File: src/mcl_pkg.sv
// shared types and constants of the looping clip recorder and player
package mcl_pkg;

	localparam int MAX_NOTES = 64;
	localparam int IDX_W     = $clog2(MAX_NOTES);
	localparam int CNT_W     = $clog2(MAX_NOTES + 1);
	localparam int PITCH_W   = 7;
	localparam int PITCH_N   = 1 << PITCH_W;
	localparam int CLIP_W    = 24;
	localparam int TICK_W    = 32;
	localparam int Q_DEPTH   = 2;
	localparam int QP_W      = $clog2(Q_DEPTH);
	localparam int QC_W      = $clog2(Q_DEPTH + 1);

	localparam logic [6:0] PITCH_MAX = 7'd127;
	localparam logic [23:0] QUANT_MIN = 24'd3;

	// input action codes
	localparam logic [1:0] ACT_TICK = 2'd0;
	localparam logic [1:0] ACT_ON   = 2'd1;
	localparam logic [1:0] ACT_OFF  = 2'd2;

	// configuration register indexes
	localparam logic [2:0] REG_TPS       = 3'd0;
	localparam logic [2:0] REG_STEPS     = 3'd1;
	localparam logic [2:0] REG_QUANT     = 3'd2;
	localparam logic [2:0] REG_STRETCH   = 3'd3;
	localparam logic [2:0] REG_SCROLL    = 3'd4;
	localparam logic [2:0] REG_TRANSPOSE = 3'd5;
	localparam logic [2:0] REG_ARMED     = 3'd6;
	localparam logic [2:0] REG_MUTED     = 3'd7;

	typedef enum logic [1:0] {
		CMD_TICK,
		CMD_ON,
		CMD_OFF
	} cmd_kind_t;

	typedef struct packed {
		cmd_kind_t          kind;
		logic [TICK_W-1:0]  tick;
		logic [PITCH_W-1:0] pitch;
		logic [6:0]         vel;
	} cmd_t;

	typedef struct packed {
		logic [7:0]         tps;
		logic [15:0]        steps;
		logic [23:0]        quant;
		logic [7:0]         stretch;
		logic signed [15:0] scroll;
		logic signed [7:0]  transpose;
		logic               armed;
		logic               muted;
	} cfg_t;

	typedef struct packed {
		logic [CLIP_W-1:0]  start;
		logic [TICK_W-1:0]  length;
		logic [PITCH_W-1:0] pitch;
		logic [6:0]         vel;
	} note_t;

endpackage

File: src/mcl_front.sv
// accepts items and sorts them into tick, note on and note off commands
module mcl_front (
	input  logic                       start,
	input  logic [1:0]                 action,
	input  logic [mcl_pkg::TICK_W-1:0] tick_count,
	input  logic [mcl_pkg::PITCH_W-1:0] pitch,
	input  logic [6:0]                 velocity,
	input  logic                       armed,
	input  logic                       q_full,
	output logic                       busy,
	output logic                       push,
	output mcl_pkg::cmd_t              cmd
);
	import mcl_pkg::*;

	logic keep;

	always_comb begin
		cmd.tick  = tick_count;
		cmd.pitch = pitch;
		cmd.vel   = velocity;
		cmd.kind  = CMD_TICK;
		keep      = 1'b0;
		case (action)
			ACT_TICK: begin
				keep = 1'b1;
			end
			ACT_ON: begin
				keep     = armed;
				cmd.kind = (velocity != '0) ? CMD_ON : CMD_OFF;
			end
			ACT_OFF: begin
				keep     = armed;
				cmd.kind = CMD_OFF;
			end
			default: begin
				keep = 1'b0;
			end
		endcase
	end

	assign busy = q_full;
	assign push = start && !q_full && keep;
endmodule

File: config.mk
export PLATFORM = sky130hd
export DESIGN_NAME = mcl_front
export DESIGN_NICKNAME = d
export VERILOG_FILES = /design/src/mcl_pkg.sv /design/src/mcl_front.sv
export SDC_FILE = /design/constraint.sdc
export NUM_CORES = 1
export LEC_CHECK = 0
export BUFFER_PORTS_ARGS = -buffer_cell sky130_fd_sc_hd__buf_2
export CORE_MARGIN = 5
export CORE_UTILIZATION = 25
export DETAILED_ROUTE_END_ITERATION = 16
export PLACE_DENSITY_LB_ADDON = 0.05
export SYNTH_ARGS = -nofsm -noshare
export SYNTH_HDL_FRONTEND = slang
export SYNTH_SLANG_ARGS = --single-unit
File: constraint.sdc
create_clock -name vclk -period 1
set_input_delay 0.05 -clock vclk [all_inputs]
set_output_delay 0.05 -clock vclk [all_outputs]
set_load 0.01 [all_outputs]
## Word-level counts from Yosys, hierarchy flattened

Cells that the tools add are included.

| word-level totals | value |
|---|---|
| bits in registers | 0 |
| bits of input ports | 51 |
| output and inout bits | 50 |
| logic and storage cells | 11 |

| cells by class | value |
|---|---|
| equality and inequality tests | 2 |
| muxes and demuxes | 3 |
| reductions and logical operators | 6 |

Operators with widths:

| operator | number |
|---|---|
| 7-bit nonzero test | 1 |
| 2-bit case mux with 2 select lines | 1 |
| 2-bit by 1-bit == test with 1-bit output (second input constant) | 1 |
| 2-bit == test (second input constant) | 1 |
| 1-bit logical AND | 2 |
| 2-bit logical NOT | 1 |
| 2-bit 2-to-1 mux | 1 |
| 1-bit case mux with 2 select lines | 1 |
| 2-bit OR reduction | 1 |
| 1-bit logical NOT | 1 |

## Logic depth before layout (Yosys ltp)

| logic depth | value |
|---|---|
| depth after elaboration | 4 |
| mapped depth | 4 |
| depth with buffers taken out | 4 |

## Least setup slack after synthesis

OpenSTA, ideal clock, no wires.

| timing path | value |
|---|---|
| path kind | input port to output port |
| from | input port velocity[4] |
| to | output port cmd[47] (netlist name) |
| arrival time | 899 ps |
| required time | 950 ps |
| setup slack | 51 ps |
| stages on the path | 2 |
| buffers on the path | 0 |
| cell sequence | or4_4 -> o31ai_2 |

RTL lines:

| element | line | source |
|---|---|---|
| start, declared | mcl_front.sv:7 | `input logic [6:0] velocity,` |
| end, declared | mcl_front.sv:12 | `output mcl_pkg::cmd_t cmd` |

==> results.yml <==
power:
  p_int_mw: 0.0641
  p_leak_nw: 0.168
  p_total_mw: 0.117
  clockPowerShare_pct: 0
  ir_worst_vdd_mv: 0.0837
  p_seq_share_pct: 0
  power_frac_comb_pct: 100.0
  power.switching_mw: 0.0533
  p_per_area_nw_per_um2: 367
  swShare_pct: 45.4
placed_design:
  dpl.hpwl_um: 654
  dp_cells: 65
  placed_area_um2: 285
  pre_cts_ws_ns: -0.155
  port_buffers: 23
  gp_congestion: 0.634
sta:
  final_hold_viol_count: 0
  fin_tns_setup_ns: -0.0955
  rsz0062_at_grt: "true"
  drv_slew: 0
  tightestPinTransition_ns: 0.165
  setup_viol: 2
  fmax_mhz: 939
  period_minus_slack_ns: 1.07
  finalWorstSetupSlack_ns: -0.0653
  min_period_over_period_pct: 107
  hold_ws_ns: 0.100
  relSlewSlack_pct: 88.9
setup_path:
  end_kind: "output pin"
  arrival_ns: 1.02
  cp-startpoint: "velocity[2]"
  slowest_delay_ns: 0.53
  critPathCapture: "cmd[47]"
  path_class: "primary input to output pin"
  crit_slowest_cell: "or4_4"
  crit_fanout: 2
  cp.required_ns: 0.95
  cp-start-kind: "primary input"
  cp_cell_sequence: "buf_6, or4_4, o31ai_2, buf_2"
synth:
  synth_nets: 116
  yosys.area.top_type: "buf_4"
  syn_area_per_cell_um2: 7.69
  seq_area_frac_synth_pct: 0
  synth_area_um2: 469
  synth_cells: 61
  synthDistinctLibCells: 10
  yosysWarnings: 0
  synth_top_area_share_pct: 75.2
  netlist_top_cells_area: "buf_4 75%, ha_1 11%, o31ai_2 2.7%"
routing:
  drtIter0Drc: 0
  wl_per_cell_um: 11.3
  wirelength_um: 733
  via_per_inst: 3.65
  dr.pass1.iters: 1
  ant_nets: 0
  vias: 237
  drc: 0
grt:
  grtUsageTotal_pct: 4.28
  grt_max_degree: 4
  antenna_found_initial: 0
  grt_pass1_vias: 239
  grt_pass1_wl_um: 966
  grt_overflow: 0
cts:
  hold_buffers: 0
final_layout:
  fin_area_um2: 320
  layout_common_cells: "21 x buf_2, 3 x ha_1, 3 x buf_4"
  final_cells: 65
  drive_gt1_share_pct: 82.5
  seq_cell_count: 0
  final_common_cell: "buf_2"
  diodes: 0
  register_area_um2: 0
  synthToLayoutAreaGrowth_pct: -31.7
  final_util_pct: 18.2
  nNetsFinal: 97
  clock_buffers: 0
floorplan:
  die_h_um: 53.3
  io_pins: 101
  die_area_um2: 2840
  die_x_um: 53.3
  start_util_pct: 26.6
  num_rows: 15
  core_area_um2: 1760
run:
  maxCapViolations: 0
run_status:
  violations: "setup timing"
  outcome: "finished, violations left"
worst_hold_path:
  hold_class: "primary input to output pin"
[routing by layer]
| metal | track usage (%) | share of wire [%] | vias up |
|---|---|---|---|
| met1 | 3.63 | 29 | 100 |
| met5 | 0 | 0 | - |
| li1 | - | - | 104 |
| met3 | 3.10 | 27 | 0 |
| met2 | 7.96 | 44 | 33 |
| met4 | 0.851 | 0 | 0 |
[critical path, delay by kind of cell]
family | cells | cell delay, ns
buffers and inverters | 2 | 0.25
AND/OR/NAND/NOR | 1 | 0.53
AO/OA/AOI/OAI | 1 | 0.18
[power groups by stage]
stage / logic [mW] / clock network (mW) / registers (mW)
2_1_floorplan: 0.221 / 0 / 0
3_3_place_gp: 0.103 / 0 / 0
3_5_place_dp: 0.102 / 0 / 0
4_1_cts: 0.118 / 0 / 0
5_1_grt: 0.132 / 0 / 0
6_report: 0.117 / 0 / 0
[worst min path at each step]
stage               slack, ns            from      end  depth (start not counted)
floorplan                0.15          q_full     push                          1
global placement         0.10   tick_count[2]  cmd[16]                          0
detailed placement       0.10   tick_count[2]  cmd[16]                          0
CTS                      0.10   tick_count[2]  cmd[16]                          0
global route             0.10  tick_count[30]  cmd[44]                          0
finish                   0.10        pitch[6]  cmd[13]                          0
[cells in the mapped netlist]
cell / instances
buf_4: 47
ha_1: 4
inv_1: 2
nand2_1: 2
a21oi_1: 1
nor4b_1: 1
o21a_1: 1
o31ai_2: 1
or3_1: 1
or4_4: 1
[logic make-up after synthesis]
logic type               synth area share [%]
AO/OA/AOI/OAI                            5.33
adder cells (fa/ha/maj)                  10.7
buffers and inverters                    76.8
AND/OR/NAND/NOR                          7.20
[layout make-up]
class | count | area, um2
fill | 215 | 1440
timing repair buffer | 26 | 150
multi-input combinational | 12 | 131
tap | 25 | 31.3
inverter | 2 | 7.51
[timing repair]
item,in CTS,in global routing
buffers inserted,0,0
resized for setup,6,1
pin swaps,4,3
setup endpoints to repair,3,3
(Power assumes the default switching activity.)
