--- config.mk ---
export PLATFORM = sky130hd
export DESIGN_NAME = mcl_queue
export DESIGN_NICKNAME = d
export VERILOG_FILES = /design/src/mcl_pkg.sv /design/src/mcl_queue.sv
export SDC_FILE = /design/constraint.sdc
export NUM_CORES = 1
export LEC_CHECK = 0
export BUFFER_PORTS_ARGS = -buffer_cell sky130_fd_sc_hd__buf_2
export CAP_MARGIN = 20
export CORE_MARGIN = 10
export CORE_UTILIZATION = 50
export DETAILED_ROUTE_END_ITERATION = 10
export PLACE_DENSITY = 0.83
export REMOVE_ABC_BUFFERS = 1
export SLEW_MARGIN = 20
export SYNTH_ARGS = -nofsm -noshare
export SYNTH_HDL_FRONTEND = slang
export SYNTH_SLANG_ARGS = --single-unit
--- constraint.sdc ---
create_clock -name clk -period 3.5 [get_ports clk]
set_input_delay 0.175 -clock clk [delete_from_list [all_inputs] [get_ports clk]]
set_output_delay 0.175 -clock clk [all_outputs]
set_load 0.005 [all_outputs]
--- src/mcl_pkg.sv ---
// shared types and constants of the looping clip recorder and player
package mcl_pkg;

	localparam int MAX_NOTES = 64;
	localparam int IDX_W     = $clog2(MAX_NOTES);
	localparam int CNT_W     = $clog2(MAX_NOTES + 1);
	localparam int PITCH_W   = 7;
	localparam int PITCH_N   = 1 << PITCH_W;
	localparam int CLIP_W    = 24;
	localparam int TICK_W    = 32;
	localparam int Q_DEPTH   = 2;
	localparam int QP_W      = $clog2(Q_DEPTH);
	localparam int QC_W      = $clog2(Q_DEPTH + 1);

	localparam logic [6:0] PITCH_MAX = 7'd127;
	localparam logic [23:0] QUANT_MIN = 24'd3;

	// input action codes
	localparam logic [1:0] ACT_TICK = 2'd0;
	localparam logic [1:0] ACT_ON   = 2'd1;
	localparam logic [1:0] ACT_OFF  = 2'd2;

	// configuration register indexes
	localparam logic [2:0] REG_TPS       = 3'd0;
	localparam logic [2:0] REG_STEPS     = 3'd1;
	localparam logic [2:0] REG_QUANT     = 3'd2;
	localparam logic [2:0] REG_STRETCH   = 3'd3;
	localparam logic [2:0] REG_SCROLL    = 3'd4;
	localparam logic [2:0] REG_TRANSPOSE = 3'd5;
	localparam logic [2:0] REG_ARMED     = 3'd6;
	localparam logic [2:0] REG_MUTED     = 3'd7;

	typedef enum logic [1:0] {
		CMD_TICK,
		CMD_ON,
		CMD_OFF
	} cmd_kind_t;

	typedef struct packed {
		cmd_kind_t          kind;
		logic [TICK_W-1:0]  tick;
		logic [PITCH_W-1:0] pitch;
		logic [6:0]         vel;
	} cmd_t;

	typedef struct packed {
		logic [7:0]         tps;
		logic [15:0]        steps;
		logic [23:0]        quant;
		logic [7:0]         stretch;
		logic signed [15:0] scroll;
		logic signed [7:0]  transpose;
		logic               armed;
		logic               muted;
	} cfg_t;

	typedef struct packed {
		logic [CLIP_W-1:0]  start;
		logic [TICK_W-1:0]  length;
		logic [PITCH_W-1:0] pitch;
		logic [6:0]         vel;
	} note_t;

endpackage

--- src/mcl_queue.sv ---
// short command queue between front and back
module mcl_queue (
	input  logic          clk,
	input  logic          arst_n,
	input  logic          push,
	input  mcl_pkg::cmd_t push_cmd,
	input  logic          pop,
	output mcl_pkg::cmd_t head,
	output logic          empty,
	output logic          full
);
	import mcl_pkg::*;

	cmd_t            mem_q [Q_DEPTH];
	logic [QP_W-1:0] wr_q;
	logic [QP_W-1:0] rd_q;
	logic [QC_W-1:0] cnt_q;

	always_ff @(posedge clk or negedge arst_n) begin
		if (!arst_n) begin
			wr_q  <= '0;
			rd_q  <= '0;
			cnt_q <= '0;
		end else begin
			if (push) begin
				wr_q <= wr_q + 1'b1;
			end
			if (pop) begin
				rd_q <= rd_q + 1'b1;
			end
			if (push && !pop) begin
				cnt_q <= cnt_q + 1'b1;
			end else if (pop && !push) begin
				cnt_q <= cnt_q - 1'b1;
			end
		end
	end

	always_ff @(posedge clk) begin
		if (push) begin
			mem_q[wr_q] <= push_cmd;
		end
	end

	assign head  = mem_q[rd_q];
	assign empty = (cnt_q == '0);
	assign full  = (cnt_q == QC_W'(Q_DEPTH));
endmodule

Word-level counts from Yosys, hierarchy flattened
Memories as Yosys holds them, arrays and structs flattened.
Index checks and enable logic that the tools add are counted.

storage, ports and cells
  bits in latches = 0
  memory bits (read-only) = 0
  bits in writable memories = 96
  input bits = 52
  memories = 1
  flip-flop bits (word level) = 4
  output and inout bits = 50
  word-level logic and storage cells = 19

memory list
  name   depth  bits a word  read ports  clocked after memory_dff  wr ports  line             text
  mem_q  2      48           1           0                         1         mcl_queue.sv:14  cmd_t mem_q [Q_DEPTH];

cells by class
  eq/ne operators = 1
  div/mod/pow operators = 0
  shifts and indexed selects = 0
  $mul = 0
  reduce and logical (&&, ||, !) cells = 6
  $add $sub $neg = 4
  multiplexer cells = 4
  bitwise gates (word level) = 0
  magnitude comparators = 0

operator list
  operator               number
  $mux W2                2
  $add A1 B1 Y1 const B  2
  $add A2 B1 Y2 const B  1
  $eq A2 B2 Y1 const B   1
  $logic_and A1 B1 Y1    2
  $logic_not A1 Y1       2
  $logic_not A2 Y1       1
  $mux W1                2
  $reduce_bool A2 Y1     1
  $sub A2 B1 Y2 const B  1

Longest topological paths before layout
  depth in word-level cells = 4
  depth in mapped cells = 5

Worst setup path before layout
Ideal clock, no wire load.

  path type = register to register
  from = register wr_q
  to = memory mem_q[0][0] in the netlist's numbering, enable pin
  data required time = 3.041 ns
  cell stages (with the launch flop) = 2
  arrival time = 2.544 ns
  slack = 0.496 ns
  path buffers = 0
  clock period less this slack = 3.004 ns
  cells stage by stage = dfrtp_1 -> nor2b_1

RTL lines
  what                      line             text
  start: declaration        mcl_queue.sv:15  logic [QP_W-1:0] wr_q;
  start signal: assignment  mcl_queue.sv:26  wr_q <= wr_q + 1'b1;
  end: declaration          mcl_queue.sv:14

No word-level cell before the write port.

==> flow_metrics.env <==
export IMPL_worst_r2r_cell_count=2
export IMPL_cp_buffers_inverters=2
export IMPL_drc_errors=0
export IMPL_num_vias=1954
export IMPL_synthDominantCellAreaShare_pct=78.00
export IMPL_grt_overflow_total=0
export IMPL_die_area_um2=11230
export IMPL_nets=360
export IMPL_grt_pass1_wl_um=11070
export IMPL_fill_cells=526
export IMPL_synth_seq_cells=100
export IMPL_cts_clk_slew_worst_paths_ns=0.09
export IMPL_drv_cap=0
export IMPL_max_freq_mhz=425.3
export IMPL_cts_made_buffers=9
export IMPL_status="finished, final reports clean"
export IMPL_clock_sinks=100
export IMPL_synth_ff_type="edfxtp_1"
export IMPL_critPathRequiredTime_ns=3.32
export IMPL_rsz0062_at_grt="no"
export IMPL_dp_cells=365
export IMPL_synth_area_leader_cell="edfxtp_1"
export IMPL_wl_per_cell_um=17.22
export IMPL_wirelength_um=7096
export IMPL_area_growth_pct=30.37
export IMPL_grt_max_degree=36
export IMPL_ios=102
export IMPL_finalCriticalPeriod_ns=2.351
export IMPL_rows=31
export IMPL_leakagePower_nw=1.874
export IMPL_avgSynthCellArea_um2=22.40
export IMPL_power_density_nw_per_um2=695.6
export IMPL_cp_depth=3
export IMPL_postSynthCellCount=165
export IMPL_irDropWorstVdd_uv=403.8
export IMPL_synth_cell_types=14
export IMPL_hp_class="in2reg"
export IMPL_min_period_over_period_pct=67.18
export IMPL_initial_core_util_pct=51.23
export IMPL_crit_family="flip-flops"
export IMPL_drt_iter0_markers=37
export IMPL_htreeDepth=3
export IMPL_detail_route_first_pass_iterations=4
export IMPL_tightest_slew_ns=0.8346
export IMPL_antenna_left=0
export IMPL_crit_path_end_kind="output pin"
export IMPL_drv_slew=0
export IMPL_dieHeight_um=106.0
export IMPL_cts_max_path_buffers=2
export IMPL_vias_per_cell=4.743
export IMPL_stdcell_count=412
export IMPL_slowest_stage="dfrtp_2"
export IMPL_skew_ns=0.009609
export IMPL_yosysMostFrequentCell="edfxtp_1"
export IMPL_reg2reg_slack_ns=1.75
export IMPL_grt_usage_pct=12.59
export IMPL_cts_tree="done"
export IMPL_netlist_area_um2=3696
export IMPL_post_cts_setup_buffers=0
export IMPL_core_area_um2=7214
export IMPL_ys_top_cells_by_count="edfxtp_1 (96), mux2_2 (38), mux2_4 (10)"
export IMPL_worstSetupStartpointType="register"
export IMPL_crit_chain="buf_4 > mux2_2 > buf_2"
export IMPL_ys_async_sr_fraction_pct=4.000
export IMPL_fin_util_pct=66.79
export IMPL_cp_arrival_ns=2.18
export IMPL_multi_input_area_um2=669.4
export IMPL_min_delay_worst_endpoint="mem_q[1][27]"
export IMPL_ys_warn_count=0
export IMPL_holdPathStages=1
export IMPL_drive_gt1_share_pct=54.49
export IMPL_crit_type="reg2out"
export IMPL_antenna_found_initial=1
export IMPL_worstReg2RegEnd="mem_q[1][32]"
export IMPL_synth_edf_count=96
export IMPL_dp_hpwl_um=4743
export IMPL_setup_violations=0
export IMPL_place_gp_congestion=0.6805
export IMPL_grt_pass1_vias=2239
export IMPL_r2r_start="wr_q"
export IMPL_root_buffer="clkbuf_8"
export IMPL_min_from="push_cmd[27]"
export IMPL_dieWidth_um=106.0
export IMPL_setup_slack_ns=1.149
export IMPL_power_mw=3.352
export IMPL_maxSlewHeadroom_pct=44.36
export IMPL_portBuffers=101
export IMPL_crit_path_max_incr_delay_ns=0.92
export IMPL_cts_resized=0
export IMPL_hold_viol_final=0
export IMPL_regArea_um2=2984
export IMPL_place_ws_ns=1.513
export IMPL_cp_max_fo=35
export IMPL_clkLatencyLatePin_ns=0.35
export IMPL_ys_top_cells_by_area="edfxtp_1 (78%), mux2_2 (12%), mux2_4 (4.1%), dfrtp_1 (2.7%), xor2_1 (0.95%)"
export IMPL_setup_tns_ns=0
export IMPL_seq_area_frac_synth_pct=80.70
==> worst register-to-register path, cell delays in order (launching register included) <==
cell	delay [ns]
dfrtp_1	0.42
and2_2	0.71
buf_4	0.32
==> flip-flops by register name (all words and copies together), names as in the netlist <==
| name | flops |
|---|---|
| cnt_q | 2 |
| mem_q | 96 |
| wr_q | 1 |
| rd_q | 1 |
==> kinds of logic (layout without fill, tap and decap cells) <==
| logic type | count (synthesis) | count (layout) | share of synthesized area, % |
|---|---|---|---|
| buf+inv | 6 | 153 | 1.422 |
| simple gates | 5 | 5 | 0.7110 |
| mux | 48 | 48 | 15.64 |
| xor+xnor | 5 | 5 | 1.185 |
| fa+ha+maj | 1 | 1 | 0.3385 |
| other cells | 0 | 1 | 0 |
| flops | 100 | 100 | 80.70 |
==> placed cells by master, fill, tap and decap left out, drive strengths merged <==
cell type	n
and2	1
buf	106
bufinv	1
clkbuf	10
clkinv	4
dfrtp	4
diode	1
dlygate4sd3	30
edfxtp	96
ha	1
inv	2
mux2	48
nor2	2
nor2b	2
xnor2	1
xor2	4
==> layout make-up <==
type	count	area share, %
sequential	100	61.93
timing repair buffer	136	17.50
multi-input combinational	59	13.89
clock buffer	10	2.649
tap	99	2.571
clock inverter	6	1.324
inverter	1	0.07790
antenna	1	0.05193
==> metrics by stage <==
stage                     hold WS (ns)  instance area (um2)
final                          0.01281                 4818
after global routing         0.0003473                 4816
after CTS                    0.0002253                 4756
after detailed placement      -0.01378                 4324
after global placement        -0.01653                 4324
after floorplan                -0.1206                 3647
==> report_power, final <==
| group | internal [mW] | leakage [nW] | switching, mW |
|---|---|---|---|
| registers | 1.59 | 0.947 | 0.148 |
| logic | 0.526 | 0.831 | 0.389 |
| clock network | 0.331 | 0.0959 | 0.369 |
| total | 2.45 | 1.87 | 0.905 |
==> timing repair <==
item / CTS / global route
hold buffers: 24 / 6
endpoints found under the hold margin: 48 / 9
setup endpoints to repair: 0 / 0
==> how the worst max path moves through the flow <==
stage	from	endpoint	slack (ns)
floorplan	wr_q	mem_q[0][0]	0.50
global placement	rd_q	head[47]	1.52
detailed placement	rd_q	head[47]	1.51
CTS	rd_q	head[47]	1.12
global route	rd_q	head[3]	1.03
finish	rd_q	head[47]	1.15
==> routing by layer <==
metal / up-vias / wire length, um / track usage, %
met2: 74 / 3654 / 21.38
met1: 938 / 2738 / 13.16
met5: - / 0 / 0
met3: 14 / 555 / 5.556
li1: 928 / - / -
met4: 0 / 147 / 5.899
No activity file was read; power rests on OpenSTA's default activity.
